==> src/sv/hdta_pkg.sv <==
`timescale 1ns / 1ps
`default_nettype none
package hdta_pkg;

   // mode codes
   localparam logic [1:0] MODE_VALUE   = 2'd0;
   localparam logic [1:0] MODE_TANGENT = 2'd1;
   localparam logic [1:0] MODE_ADJOINT = 2'd2;

   // register indexes
   localparam logic [2:0] REG_CRIT_BASE  = 3'd0;
   localparam logic [2:0] REG_CRIT_SLOPE = 3'd1;
   localparam logic [2:0] REG_PEAK_HAIL  = 3'd2;
   localparam logic [2:0] REG_TEMP_LOW   = 3'd3;
   localparam logic [2:0] REG_TEMP_HIGH  = 3'd4;

   // register reset values
   localparam logic [16:0] CRIT_BASE_RST  = 17'd60293;
   localparam logic [15:0] CRIT_SLOPE_RST = 16'd6554;
   localparam logic [24:0] PEAK_HAIL_RST  = 25'd32985349;
   localparam logic [15:0] TEMP_LOW_RST   = 16'd25315;
   localparam logic [15:0] TEMP_HIGH_RST  = 16'd26815;

   localparam int CSR_DATA_W = 32;

   // magnitude limit of the product-quotient unit
   localparam logic [63:0] WIDE_SAT = 64'h3FFF_FFFF_FFFF_FFFF;

   // request and response of the product-quotient unit
   typedef struct packed {
      logic               start;
      logic signed [63:0] a;
      logic [63:0]        b;
      logic [63:0]        c;
   } md_req_type;

   typedef struct packed {
      logic               done;
      logic signed [63:0] q;
   } md_rsp_type;

   // clamp to 48-bit two's complement
   function automatic logic signed [47:0] sat48(input logic signed [63:0] x);
      logic signed [63:0] hi;
      logic signed [63:0] lo;
      hi = 64'sh0000_7FFF_FFFF_FFFF;
      lo = -64'sh0000_8000_0000_0000;
      if (x > hi) return hi[47:0];
      else if (x < lo) return lo[47:0];
      else return x[47:0];
   endfunction

   // clamp magnitude to the unit limit
   function automatic logic signed [63:0] satw(input logic signed [63:0] x);
      logic signed [63:0] lim;
      lim = $signed(WIDE_SAT);
      if (x > lim) return lim;
      else if (x < -lim) return -lim;
      else return x;
   endfunction

   function automatic logic signed [63:0] sx48(input logic signed [47:0] x);
      return {{16{x[47]}}, x};
   endfunction

endpackage
`default_nettype wire

==> src/sv/hdta_muldiv.sv <==
`timescale 1ns / 1ps
`default_nettype none
module hdta_muldiv (
   input  wire logic                clock,
   input  wire logic                reset,
   input  wire hdta_pkg::md_req_type req,
   output hdta_pkg::md_rsp_type      rsp
);
   import hdta_pkg::*;

   typedef enum logic [4:0] {
      MD_IDLE = 5'b00001,
      MD_MUL  = 5'b00010,
      MD_CHK  = 5'b00100,
      MD_DIV  = 5'b01000,
      MD_FIN  = 5'b10000
   } md_state_type;

   // divisor that is served by a shift instead of the divide loop
   localparam logic [63:0] SCALE_DIV = 64'h1_0000;

   md_state_type state_ff, state_in;
   logic [5:0]   cnt_ff, cnt_in;
   logic         neg_ff, neg_in;
   logic [63:0]  hi_ff, hi_in;
   logic [63:0]  lo_ff, lo_in;
   logic [63:0]  b_ff, b_in;
   logic [63:0]  c_ff, c_in;

   logic [64:0]  sum;
   logic [64:0]  rr;
   logic [64:0]  diff;
   logic         ge;
   logic [63:0]  mag;

   // shift-add multiply, then restoring divide
   always_comb begin
      state_in = state_ff;
      cnt_in   = cnt_ff;
      neg_in   = neg_ff;
      hi_in    = hi_ff;
      lo_in    = lo_ff;
      b_in     = b_ff;
      c_in     = c_ff;
      sum  = {1'b0, hi_ff} + (lo_ff[0] ? {1'b0, b_ff} : 65'd0);
      rr   = {hi_ff, lo_ff[63]};
      diff = rr - {1'b0, c_ff};
      ge   = rr >= {1'b0, c_ff};
      mag  = (lo_ff > WIDE_SAT) ? WIDE_SAT : lo_ff;
      rsp.done = 1'b0;
      rsp.q    = neg_ff ? -$signed(mag) : $signed(mag);
      case (state_ff)
         MD_IDLE: begin
            if (req.start) begin
               neg_in   = req.a[63];
               lo_in    = req.a[63] ? 64'(-req.a) : 64'(req.a);
               hi_in    = '0;
               b_in     = req.b;
               c_in     = req.c;
               cnt_in   = '0;
               state_in = MD_MUL;
            end
         end
         MD_MUL: begin
            hi_in  = sum[64:1];
            lo_in  = {sum[0], lo_ff[63:1]};
            cnt_in = cnt_ff + 6'd1;
            if (cnt_ff == 6'd63) state_in = MD_CHK;
         end
         MD_CHK: begin
            if (c_ff == 64'd0 || hi_ff >= c_ff) begin
               lo_in    = WIDE_SAT;
               state_in = MD_FIN;
            end else if (c_ff == SCALE_DIV) begin
               // scaling by 2^-16 is a plain shift of the product
               lo_in    = {hi_ff[15:0], lo_ff[63:16]};
               state_in = MD_FIN;
            end else begin
               cnt_in   = '0;
               state_in = MD_DIV;
            end
         end
         MD_DIV: begin
            hi_in  = ge ? diff[63:0] : rr[63:0];
            lo_in  = {lo_ff[62:0], ge};
            cnt_in = cnt_ff + 6'd1;
            if (cnt_ff == 6'd63) state_in = MD_FIN;
         end
         MD_FIN: begin
            rsp.done = 1'b1;
            state_in = MD_IDLE;
         end
         default: state_in = MD_IDLE;
      endcase
   end

   always_ff @(posedge clock) begin
      if (reset) begin
         state_ff <= MD_IDLE;
      end else begin
         state_ff <= state_in;
      end
      cnt_ff <= cnt_in;
      neg_ff <= neg_in;
      hi_ff  <= hi_in;
      lo_ff  <= lo_in;
      b_ff   <= b_in;
      c_ff   <= c_in;
   end

endmodule
`default_nettype wire

==> src/sv/hail_diagnostic_with_tangent_adjoint_core.sv <==
`timescale 1ns / 1ps
`default_nettype none
// Hail diagnostic with tangent-linear and adjoint forms, one level per transaction.
// Every step is an exact a*b/c in one shared product-quotient unit that runs
// a shift-add multiply and then a restoring divide; a step that scales by
// 2^-16, meets a zero divisor or has a quotient that would overflow skips
// the divide. Mode 3 and inactive levels take one step; active mode 0 levels
// take two; active tangent and adjoint levels take six full steps and one
// scaling step. The block takes one transaction at a time; a finished
// result waits in an output register. The surface adjoint sum is kept
// between adjoint transactions and is loaded from pert_surface when
// column_start is set.
module hail_diagnostic_with_tangent_adjoint_core (
   input  wire logic                              clock,
   input  wire logic                              reset,
   input  wire logic                              csr_valid,
   output logic                                   csr_ready,
   input  wire logic [2:0]                        csr_index,
   input  wire logic [hdta_pkg::CSR_DATA_W-1:0]   csr_data,
   input  wire logic                              req_valid,
   output logic                                   req_ready,
   input  wire logic [1:0]                        req_mode,
   input  wire logic [15:0]                       req_temperature,
   input  wire logic [16:0]                       req_pressure,
   input  wire logic [16:0]                       req_humidity,
   input  wire logic [16:0]                       req_surface_pressure,
   input  wire logic signed [47:0]                req_pert_pressure,
   input  wire logic signed [47:0]                req_pert_humidity,
   input  wire logic signed [47:0]                req_pert_surface,
   input  wire logic signed [47:0]                req_hail_adjoint,
   input  wire logic                              req_column_start,
   output logic                                   rsp_valid,
   input  wire logic                              rsp_ready,
   output logic signed [47:0]                     rsp_hail_value,
   output logic signed [47:0]                     rsp_pressure_adjoint,
   output logic signed [47:0]                     rsp_humidity_adjoint,
   output logic signed [47:0]                     rsp_surface_adjoint,
   output logic                                   rsp_active
);
   import hdta_pkg::*;

   typedef enum logic [16:0] {
      S_IDLE = 17'b00000000000000001,
      S_CRIT = 17'b00000000000000010,
      S_DEC  = 17'b00000000000000100,
      S_M0   = 17'b00000000000001000,
      S_T1   = 17'b00000000000010000,
      S_T2   = 17'b00000000000100000,
      S_DC   = 17'b00000000001000000,
      S_TA   = 17'b00000000010000000,
      S_QS   = 17'b00000000100000000,
      S_TB   = 17'b00000001000000000,
      S_HDA  = 17'b00000010000000000,
      S_G1   = 17'b00000100000000000,
      S_G    = 17'b00001000000000000,
      S_K    = 17'b00010000000000000,
      S_PA   = 17'b00100000000000000,
      S_SUM  = 17'b01000000000000000,
      S_OUT  = 17'b10000000000000000
   } state_type;

   localparam logic [63:0] ONE32 = 64'h1_0000_0000;
   localparam logic [63:0] TWO16 = 64'h1_0000;

   // configuration registers
   logic [16:0] crit_base_ff;
   logic [15:0] crit_slope_ff;
   logic [24:0] peak_ff;
   logic [15:0] temp_low_ff;
   logic [15:0] temp_high_ff;

   assign csr_ready = 1'b1;

   always_ff @(posedge clock) begin
      if (reset) begin
         crit_base_ff  <= CRIT_BASE_RST;
         crit_slope_ff <= CRIT_SLOPE_RST;
         peak_ff       <= PEAK_HAIL_RST;
         temp_low_ff   <= TEMP_LOW_RST;
         temp_high_ff  <= TEMP_HIGH_RST;
      end else if (csr_valid) begin
         case (csr_index)
            REG_CRIT_BASE:  crit_base_ff  <= csr_data[16:0];
            REG_CRIT_SLOPE: crit_slope_ff <= csr_data[15:0];
            REG_PEAK_HAIL:  peak_ff       <= csr_data[24:0];
            REG_TEMP_LOW:   temp_low_ff   <= csr_data[15:0];
            REG_TEMP_HIGH:  temp_high_ff  <= csr_data[15:0];
            default: ;
         endcase
      end
   end

   // captured transaction and working registers
   state_type          state_ff, state_in;
   logic               issued_ff, issued_in;
   logic [1:0]         mode_ff;
   logic [15:0]        t_ff;
   logic [16:0]        p_ff, rh_ff, ps_ff;
   logic signed [47:0] pp_ff, ph_ff, pst_ff, ha_ff;
   logic               start_ff;
   logic [33:0]        pssq_ff;
   logic [49:0]        c32_ff, c32_in;
   logic signed [63:0] r1_ff, r1_in, r2_ff, r2_in;
   logic signed [47:0] sum_ff, sum_in;
   logic signed [47:0] hv_ff, hv_in, pa_ff, pa_in, hda_ff, hda_in;
   logic               rsp_valid_ff, rsp_valid_in;
   logic signed [47:0] rsp_hv_ff, rsp_pa_ff, rsp_hda_ff, rsp_sa_ff;
   logic               rsp_act_ff;

   md_req_type md_req;
   md_rsp_type md_rsp;

   hdta_muldiv u_muldiv (
      .clock (clock),
      .reset (reset),
      .req   (md_req),
      .rsp   (md_rsp)
   );

   // level condition and derived fractions
   logic [32:0] rh32;
   logic        above;
   logic        act;
   logic [32:0] d32;
   logic [32:0] om;
   logic        out_free;

   always_comb begin
      rh32  = {rh_ff, 16'd0};
      above = {31'd0, rh32} > ONE32;
      act   = (ps_ff != 17'd0) && (t_ff > temp_low_ff) && (t_ff < temp_high_ff) &&
              ({14'd0, c32_ff} < ONE32) && ({17'd0, rh32} > c32_ff);
      d32   = 33'(ONE32) - c32_ff[32:0];
      om    = above ? rh32 - 33'(ONE32) : 33'(ONE32) - rh32;
   end

   assign out_free = !rsp_valid_ff || rsp_ready;
   assign req_ready = (state_ff == S_IDLE);

   // sequencer
   always_comb begin
      state_in  = state_ff;
      issued_in = issued_ff;
      c32_in    = c32_ff;
      r1_in     = r1_ff;
      r2_in     = r2_ff;
      sum_in    = sum_ff;
      hv_in     = hv_ff;
      pa_in     = pa_ff;
      hda_in    = hda_ff;
      rsp_valid_in = rsp_valid_ff && !rsp_ready;
      md_req.start = 1'b0;
      md_req.a     = '0;
      md_req.b     = '0;
      md_req.c     = '0;

      // operand select for each step
      case (state_ff)
         S_CRIT: begin
            md_req.a = $signed({48'd0, crit_slope_ff});
            md_req.b = {31'd0, p_ff, 16'd0};
            md_req.c = {47'd0, ps_ff};
         end
         S_M0: begin
            md_req.a = $signed({14'd0, {17'd0, rh32} - c32_ff});
            md_req.b = {39'd0, peak_ff};
            md_req.c = {31'd0, d32};
         end
         S_T1: begin
            md_req.a = sx48(pp_ff);
            md_req.b = ONE32;
            md_req.c = {47'd0, ps_ff};
         end
         S_T2: begin
            md_req.a = sx48(pst_ff);
            md_req.b = {15'd0, p_ff, 32'd0};
            md_req.c = {30'd0, pssq_ff};
         end
         S_DC: begin
            md_req.a = r1_ff;
            md_req.b = {48'd0, crit_slope_ff};
            md_req.c = TWO16;
         end
         S_TA: begin
            md_req.a = sx48(ph_ff);
            md_req.b = {31'd0, peak_ff, 8'd0};
            md_req.c = {31'd0, d32};
         end
         S_QS: begin
            md_req.a = r1_ff;
            md_req.b = {31'd0, om};
            md_req.c = {31'd0, d32};
         end
         S_TB: begin
            md_req.a = above ? -r1_ff : r1_ff;
            md_req.b = {39'd0, peak_ff};
            md_req.c = {23'd0, d32, 8'd0};
         end
         S_HDA: begin
            md_req.a = sx48(ha_ff);
            md_req.b = {31'd0, peak_ff, 8'd0};
            md_req.c = {31'd0, d32};
         end
         S_G1: begin
            md_req.a = sx48(ha_ff);
            md_req.b = {39'd0, peak_ff};
            md_req.c = {23'd0, d32, 8'd0};
         end
         S_G: begin
            md_req.a = r1_ff;
            md_req.b = {31'd0, om};
            md_req.c = {31'd0, d32};
         end
         S_K: begin
            md_req.a = above ? r1_ff : -r1_ff;
            md_req.b = {48'd0, crit_slope_ff};
            md_req.c = TWO16;
         end
         S_PA: begin
            md_req.a = r1_ff;
            md_req.b = ONE32;
            md_req.c = {47'd0, ps_ff};
         end
         S_SUM: begin
            md_req.a = r1_ff;
            md_req.b = {15'd0, p_ff, 32'd0};
            md_req.c = {30'd0, pssq_ff};
         end
         default: ;
      endcase

      // issue once per step
      if (state_ff != S_IDLE && state_ff != S_DEC && state_ff != S_OUT) begin
         md_req.start = !issued_ff;
         issued_in    = 1'b1;
      end

      case (state_ff)
         S_IDLE: begin
            issued_in = 1'b0;
            if (req_valid) state_in = S_CRIT;
         end
         S_CRIT: begin
            if (md_rsp.done) begin
               c32_in    = {17'd0, crit_base_ff, 16'd0} + md_rsp.q[49:0];
               issued_in = 1'b0;
               state_in  = S_DEC;
            end
         end
         S_DEC: begin
            hv_in  = '0;
            pa_in  = '0;
            hda_in = '0;
            case (mode_ff)
               MODE_VALUE:   state_in = act ? S_M0 : S_OUT;
               MODE_TANGENT: state_in = act ? S_T1 : S_OUT;
               MODE_ADJOINT: begin
                  if (start_ff) sum_in = pst_ff;
                  if (act) begin
                     state_in = S_HDA;
                  end else begin
                     hv_in    = ha_ff;
                     pa_in    = pp_ff;
                     hda_in   = ph_ff;
                     state_in = S_OUT;
                  end
               end
               default: state_in = S_OUT;
            endcase
         end
         S_M0: if (md_rsp.done) begin
            hv_in = sat48(md_rsp.q); issued_in = 1'b0; state_in = S_OUT;
         end
         S_T1: if (md_rsp.done) begin
            r1_in = md_rsp.q; issued_in = 1'b0; state_in = S_T2;
         end
         S_T2: if (md_rsp.done) begin
            r1_in = satw(r1_ff - md_rsp.q); issued_in = 1'b0; state_in = S_DC;
         end
         S_DC: if (md_rsp.done) begin
            r1_in = md_rsp.q; issued_in = 1'b0; state_in = S_TA;
         end
         S_TA: if (md_rsp.done) begin
            r2_in = md_rsp.q; issued_in = 1'b0; state_in = S_QS;
         end
         S_QS: if (md_rsp.done) begin
            r1_in = md_rsp.q; issued_in = 1'b0; state_in = S_TB;
         end
         S_TB: if (md_rsp.done) begin
            hv_in = sat48(r2_ff - md_rsp.q); issued_in = 1'b0; state_in = S_OUT;
         end
         S_HDA: if (md_rsp.done) begin
            hda_in = sat48(sx48(ph_ff) + md_rsp.q); issued_in = 1'b0; state_in = S_G1;
         end
         S_G1: if (md_rsp.done) begin
            r1_in = md_rsp.q; issued_in = 1'b0; state_in = S_G;
         end
         S_G: if (md_rsp.done) begin
            r1_in = md_rsp.q; issued_in = 1'b0; state_in = S_K;
         end
         S_K: if (md_rsp.done) begin
            r1_in = md_rsp.q; issued_in = 1'b0; state_in = S_PA;
         end
         S_PA: if (md_rsp.done) begin
            pa_in = sat48(sx48(pp_ff) + md_rsp.q); issued_in = 1'b0; state_in = S_SUM;
         end
         S_SUM: if (md_rsp.done) begin
            sum_in = sat48(sx48(sum_ff) - md_rsp.q); issued_in = 1'b0; state_in = S_OUT;
         end
         S_OUT: begin
            if (out_free) begin
               rsp_valid_in = 1'b1;
               state_in     = S_IDLE;
            end
         end
         default: state_in = S_IDLE;
      endcase
   end

   // control state
   always_ff @(posedge clock) begin
      if (reset) begin
         state_ff     <= S_IDLE;
         issued_ff    <= 1'b0;
         rsp_valid_ff <= 1'b0;
         sum_ff       <= '0;
      end else begin
         state_ff     <= state_in;
         issued_ff    <= issued_in;
         rsp_valid_ff <= rsp_valid_in;
         sum_ff       <= sum_in;
      end
   end

   // transaction capture and datapath
   always_ff @(posedge clock) begin
      if (req_valid && req_ready) begin
         mode_ff  <= req_mode;
         t_ff     <= req_temperature;
         p_ff     <= req_pressure;
         rh_ff    <= req_humidity;
         ps_ff    <= req_surface_pressure;
         pp_ff    <= req_pert_pressure;
         ph_ff    <= req_pert_humidity;
         pst_ff   <= req_pert_surface;
         ha_ff    <= req_hail_adjoint;
         start_ff <= req_column_start;
         pssq_ff  <= req_surface_pressure * req_surface_pressure;
      end
      c32_ff <= c32_in;
      r1_ff  <= r1_in;
      r2_ff  <= r2_in;
      hv_ff  <= hv_in;
      pa_ff  <= pa_in;
      hda_ff <= hda_in;
   end

   // result register
   always_ff @(posedge clock) begin
      if (state_ff == S_OUT && out_free) begin
         rsp_hv_ff  <= hv_ff;
         rsp_pa_ff  <= pa_ff;
         rsp_hda_ff <= hda_ff;
         rsp_sa_ff  <= (mode_ff == MODE_ADJOINT) ? sum_ff : '0;
         rsp_act_ff <= act && (mode_ff == MODE_VALUE || mode_ff == MODE_TANGENT ||
                               mode_ff == MODE_ADJOINT);
      end
   end

   assign rsp_valid            = rsp_valid_ff;
   assign rsp_hail_value       = rsp_hv_ff;
   assign rsp_pressure_adjoint = rsp_pa_ff;
   assign rsp_humidity_adjoint = rsp_hda_ff;
   assign rsp_surface_adjoint  = rsp_sa_ff;
   assign rsp_active           = rsp_act_ff;

endmodule
`default_nettype wire
==> config.mk <==
export PLATFORM = sky130hd
export DESIGN_NAME = hail_diagnostic_with_tangent_adjoint_core
export DESIGN_NICKNAME = d
export VERILOG_FILES = /design/src/sv/hdta_pkg.sv /design/src/sv/hdta_muldiv.sv /design/src/sv/hail_diagnostic_with_tangent_adjoint_core.sv
export SDC_FILE = /design/constraint.sdc
export NUM_CORES = 2
export LEC_CHECK = 0
export BUFFER_PORTS_ARGS = -buffer_cell sky130_fd_sc_hd__buf_2
export CAP_MARGIN = 20
export CORE_MARGIN = 4
export CORE_UTILIZATION = 35
export CTS_CLUSTER_SIZE = 8
export DETAILED_ROUTE_END_ITERATION = 6
export HOLD_SLACK_MARGIN = 0.08
export SLEW_MARGIN = 25
export SYNTH_ARGS = -nofsm -noshare
export SYNTH_HDL_FRONTEND = slang
export SYNTH_SLANG_ARGS = --single-unit
==> constraint.sdc <==
create_clock -name clock -period 12.3 [get_ports clock]
set_input_delay 1.23 -clock clock [delete_from_list [all_inputs] [get_ports clock]]
set_output_delay 1.23 -clock clock [all_outputs]
set_load 0.01 [all_outputs]
# After elaboration in Yosys (flattened, before gate mapping)
# Cells that the tools add are included.
dict set report op_classes {
  addsub 16
  multipliers 1
  n_div 0
  n_lt_le_gt_ge 20
  n_eq_ne 59
  shift 0
  muxes 83
  bitwise_logic 0
  n_reduce_logical 52
}
# operator n
set ops {}
lappend ops {{192-bit case mux with 13 select lines} 1}
lappend ops {{48-bit two-way mux} 23}
lappend ops {{64-bit two-way mux} 15}
lappend ops {{64-bit by 48-bit > comparator with 1-bit output, second input constant} 5}
lappend ops {{64-bit by 48-bit < comparator with 1-bit output, second input constant} 5}
lappend ops {{17-bit two-way mux} 17}
lappend ops {{48-bit case mux with 2 select lines} 3}
lappend ops {{64-bit case mux with 4 select lines} 1}
lappend ops {{17-bit case mux with 15 select lines} 1}
lappend ops {{64-bit negation} 3}
lappend ops {{64-bit case mux with 3 select lines} 1}
lappend ops {{64-bit subtractor} 3}
lappend ops {{48-bit case mux with 3 select lines} 1}
lappend ops {{48-bit by 64-bit adder with 64-bit output} 2}
lappend ops {{64-bit case mux with 2 select lines} 1}
lappend ops {{33-bit subtractor, first input constant} 2}
lappend ops {{64-bit by 64-bit adder with 65-bit output} 1}
lappend ops {{65-bit by 64-bit >= comparator with 1-bit output} 1}
lappend ops {{64-bit by 17-bit equality test with 1-bit output, second input constant} 1}
lappend ops {{64-bit >= comparator} 1}
lappend ops {{64-bit by 62-bit > comparator with 1-bit output, second input constant} 1}
lappend ops {{64-bit by 63-bit > comparator with 1-bit output, second input constant} 1}
lappend ops {{64-bit zero test} 1}
lappend ops {{64-bit by 63-bit < comparator with 1-bit output, second input constant} 1}
lappend ops {{70 further kinds} 139}
dict set report word_totals {
  ff_bits 1236
  latchBits 0
  mem_bits_rw 0
  romBits 0
  input_bits 302
  wordCells 269
  memories 0
}

# Logic depth before layout (Yosys ltp)
dict set report depth {
  word_depth 10
  ltp_mapped 40
  depth_no_buf 31
}

# Cells and area by module
# Synthesis repeated with hierarchy kept, for this count alone.
dict set report hier_totals {
  hier_cells 10663
  hier_area_um2 96560.1
}
# module instances cells_per_inst area_each_um2 seq_area_each_um2
set modules_own_cells {}
lappend modules_own_cells {hail_diagnostic_with_tangent_adjoint_core 1 8070 73464.2 27436.3}
lappend modules_own_cells {hdta_muldiv 1 2593 23095.9 7997.7}

# Worst setup path before layout
# Ideal clock, no wire load.
dict set report synth_path {
  path_type {reg-to-reg}
  start {reg state_ff[0]}
  end {reg rsp_act_ff, in the netlist rsp_active, enable pin}
  arrival_ns 9.688
  t_required_ns 11.548
  setup_slack_ns 1.861
  path_stages_with_launch 5
  path_buffers 0
  period_less_slack_ns 10.439
  cell_sequence {dfxtp_1 -> nor4_1 -> nand4_1 -> or4b_2 -> nor2_1}
}
dict set report synth_via {
  elab_chain_cells 2
}
# item line_no
set synth_lines {}
lappend synth_lines {{start, declared} hail_diagnostic_with_tangent_adjoint_core.sv:94} ;# state_type state_ff, state_in;
lappend synth_lines {{start signal, assigned} hail_diagnostic_with_tangent_adjoint_core.sv:328} ;# state_ff <= state_in;
lappend synth_lines {{17-bit equality test} hail_diagnostic_with_tangent_adjoint_core.sv:360} ;# if (state_ff == S_OUT && out_free) begin
lappend synth_lines {{1-bit logical AND} hail_diagnostic_with_tangent_adjoint_core.sv:360}
lappend synth_lines {{end signal, assigned} hail_diagnostic_with_tangent_adjoint_core.sv:365} ;# rsp_act_ff <= act && (mode_ff == MODE_VALUE || mode_ff == MODE_TANGENT ||
lappend synth_lines {{end, declared} hail_diagnostic_with_tangent_adjoint_core.sv:108} ;# logic rsp_act_ff;
# No other way between the ends.
# A chain may end at the register's enable or synchronous reset.

==> flow_summary_export.csv <==
group,metric,value,unit
final_layout,final_util,0.3984,
sta,final_hold_viol_count,0,
placed_design,routabilityCongestion,0.9911,
run_status,failed_checks,"DRC",
final_layout,area_delta_synth_final,13.00,%
detailed_routing,wl_per_cell,28.61,um
logic_synthesis,synth_ff_type,"edfxtp_1",
detailed_routing,routed_wl,399100,um
sta,final.period_utilization,0.8228,
worst_setup_path,crit_arrival,10.69,ns
clock_network,path_clk_slew,0.05,ns
logic_synthesis,yosys_warnings,0,
grt,gr-usage-all-layers,0.2792,
detailed_routing,drt_iter0_drc,10518,
grt,grt_antenna_before_repair,27,
sta,slew_viol_final,0,
final_layout,fillerInstances,26034,
clock_network,h-tree-depth,4,
logic_synthesis,syn_area,92800,um^2
clock_network,cts-buffers-inserted,181,
sta,tns,0,ns
die,die_h,522.9,um
power,ir_drop,269.6,uV
detailed_routing,drtAntennaViolNets,0,
worst_setup_path,cp.buffers_inverters,6,
grt,grt_max_degree,147,
logic_synthesis,synthTopCellsByArea,"edfxtp_1 33%, ha_1 7.4%, fa_1 4.3%",
clock_network,worstSkewPairLatency,0.89,ns
worst_setup_path,crit_fanout,31,
sta,tightest_slew,1.335,ns
worst_setup_path,crit_required,12.87,ns
clock_network,postCtsResizedCells,0,
logic_synthesis,netlist.area_leader.share,0.3346,
detailed_routing,drc,2,
sta,clock_skew,0.07848,ns
grt,grt_overflow_total,0,
sta,rsz0062_at_grt,"no",
die,initial_utilization,0.3526,
logic_synthesis,ys_seq_area_frac,0.3695,
die,die-area,273500,um^2
logic_synthesis,synth_nets,11002,
logic_synthesis,synth_edf_count,1034,
logic_synthesis,synth_cell_type_count,130,
logic_synthesis,synth_top_area_cell,"edfxtp_1",
die,coreArea,263200,um^2
power,leakagePower,41.41,nW
die,fp.dieW,522.9,um
clock_network,clockBufferDepth,4,
worst_setup_path,critPathSlowestCell,"o21ai_0",
worst_setup_path,max_stage_delay,0.63,ns
placed_design,dp_hpwl,312800,um
clock_network,clock_sinks,1196,
worst_setup_path,critPathKind,"reg2reg",
sta,finalSetupViolCount,0,
power,p_per_area,200.9,nW/um^2
grt,grt_pass1_wl,564700,um
logic_synthesis,ys_async_sr_fraction,0,
logic_synthesis,netlist_instances,9951,
run,drv_cap,0,
final_layout,layout-drive-gt1-share,0.1066,
worst_setup_path,crit_path_start_kind,"register",
clock_network,cts_root_buffer,"clkbuf_16",
worst_setup_path,crit_family,"simple AND/OR/NAND/NOR gates",
sta,min_period,10.12,ns
logic_synthesis,ys_ff_latch,1196,
hold_path,hold_class,"reg2reg",
placed_design,port_buffers,489,
final_layout,nets,11367,
detailed_routing,viasPerCell,6.064,
clock_network,tritoncts,"done",
logic_synthesis,avgSynthCellArea,9.326,um^2
sta,fmax,98.81,MHz
clock_network,holdBufCountCts,0,
grt,grt_pass1_vias,79860,
die,io-pin-count,498,
sta,relSlewSlack,0.1009,
worst_setup_path,crit_path_end_kind,"register",
detailed_routing,vias,84574,
run_status,status,"finished, violations left",
die,rows,188,
detailed_routing,dr.pass1.iters,7,
clock_network,post_cts_buffers,0,
## power by group
part	switching (mW)	internal [mW]	total [mW]
combinational	6.67	4.00	10.7
sequential	0.518	5.14	5.66
clock	1.97	2.77	4.74
total	9.16	11.9	21.1
## area by class of cell
cell class	instances	area, um^2	area share
Antenna cell	9	22.52	0.0002148
Clock inverter	27	297.8	0.002840
Sequential cell	1196	34290	0.3270
Tap cell	3515	4398	0.04194
Inverter	613	2307	0.02200
Multi-Input combinational cell	7645	54650	0.5212
Timing Repair Buffer	679	3948	0.03764
Clock buffer	263	4949	0.04719
## through the flow
stage	instance area (um^2)	setup WS, ns	cells	hold slack (ns)	total power, mW
floorplan	92800	1.861	9951	0.4003	12.98
global placement	99430	2.455	13643	0.4058	16.03
detailed placement	99550	2.460	13648	0.4045	16.17
CTS	104800	2.410	13938	0.4116	20.98
global route	104900	1.788	13942	0.4182	22.30
finish	104900	2.180	13947	0.4083	21.07
## final timing paths
kind | from | end | slack, ns | depth (start not counted)
max | u_muldiv.lo_ff[62] | r1_ff[62] | 2.18 | 33
min | pa_ff[40] | rsp_pressure_adjoint[40] | 0.41 | 0
max reg2reg | u_muldiv.lo_ff[62] | r1_ff[62] | 2.18 | 33
min reg2reg | pa_ff[40] | rsp_pressure_adjoint[40] | 0.41 | 0
## cells in the final DEF, fill, tap and decap left out, types with 217 or more instances in the layout
master    instances
inv_1           597
buf_2           490
ha_1            550
nor2_1          665
nand3_1         219
edfxtp_1       1034
o21ai_0         492
and2_1          217
nor3_1          239
xnor2_1         433
a21o_1          273
nand2_1         870
a21oi_1         673
## flip-flops by register name, summed over array words and instances (netlist names), 32 cells and up
| signal | count |
|---|---|
| rsp_humidity_adjoint | 48 |
| pa_ff | 48 |
| ha_ff | 48 |
| hda_ff | 48 |
| pssq_ff | 32 |
| u_muldiv.lo_ff | 64 |
| r2_ff | 64 |
| u_muldiv.c_ff | 41 |
| rsp_hail_value | 48 |
| pp_ff | 48 |
| pst_ff | 48 |
| hv_ff | 48 |
| r1_ff | 64 |
| sum_ff | 48 |
| rsp_surface_adjoint | 48 |
| ph_ff | 48 |
| rsp_pressure_adjoint | 48 |
| c32_ff | 50 |
| u_muldiv.hi_ff | 64 |
| u_muldiv.b_ff | 49 |
## synthesized netlist by cell type, types with 151 or more instances
cell type,n
nor2_1,679
fa_1,199
a22oi_1,151
dfxtp_1,162
a21o_1,273
inv_1,598
a21oi_1,675
and2_1,218
edfxtp_1,1034
xnor2_1,440
xor2_1,215
nor3_1,239
ha_1,550
o21ai_0,503
nand2_1,871
clkbuf_1,411
nand3_1,221
## worst register-to-register path, delay by kind of cell, from the launching register on
family	cells	cell delay [ns]
fa+ha+maj	3	0.79
compound gates	10	3.02
mux	1	0.13
buf+inv	6	1.34
flops	1	0.55
simple gates	13	4.03
## logic make-up after synthesis
| group | count (synthesis) | synth area share |
|---|---|---|
| AOI/OAI and AO/OA | 2945 | 0.2169 |
| xor gates and xnor gates | 676 | 0.06683 |
| and+or+nand+nor | 3171 | 0.1717 |
| DFF | 1196 | 0.3695 |
| other | 1 | 0.00004041 |
| buffers and inverters | 1110 | 0.04664 |
| adders and majority gates | 813 | 0.1240 |
| muxes | 39 | 0.004409 |
## metal layers
| layer | global-route usage | share of wire |
|---|---|---|
| met1 | 0.3744 | 0.41 |
| met2 | 0.4161 | 0.42 |
| met3 | 0.05827 | 0.093 |
| met4 | 0.1625 | 0.069 |
| met5 | 0 | 0.00030 |
Power figures use the tool's default switching activity.
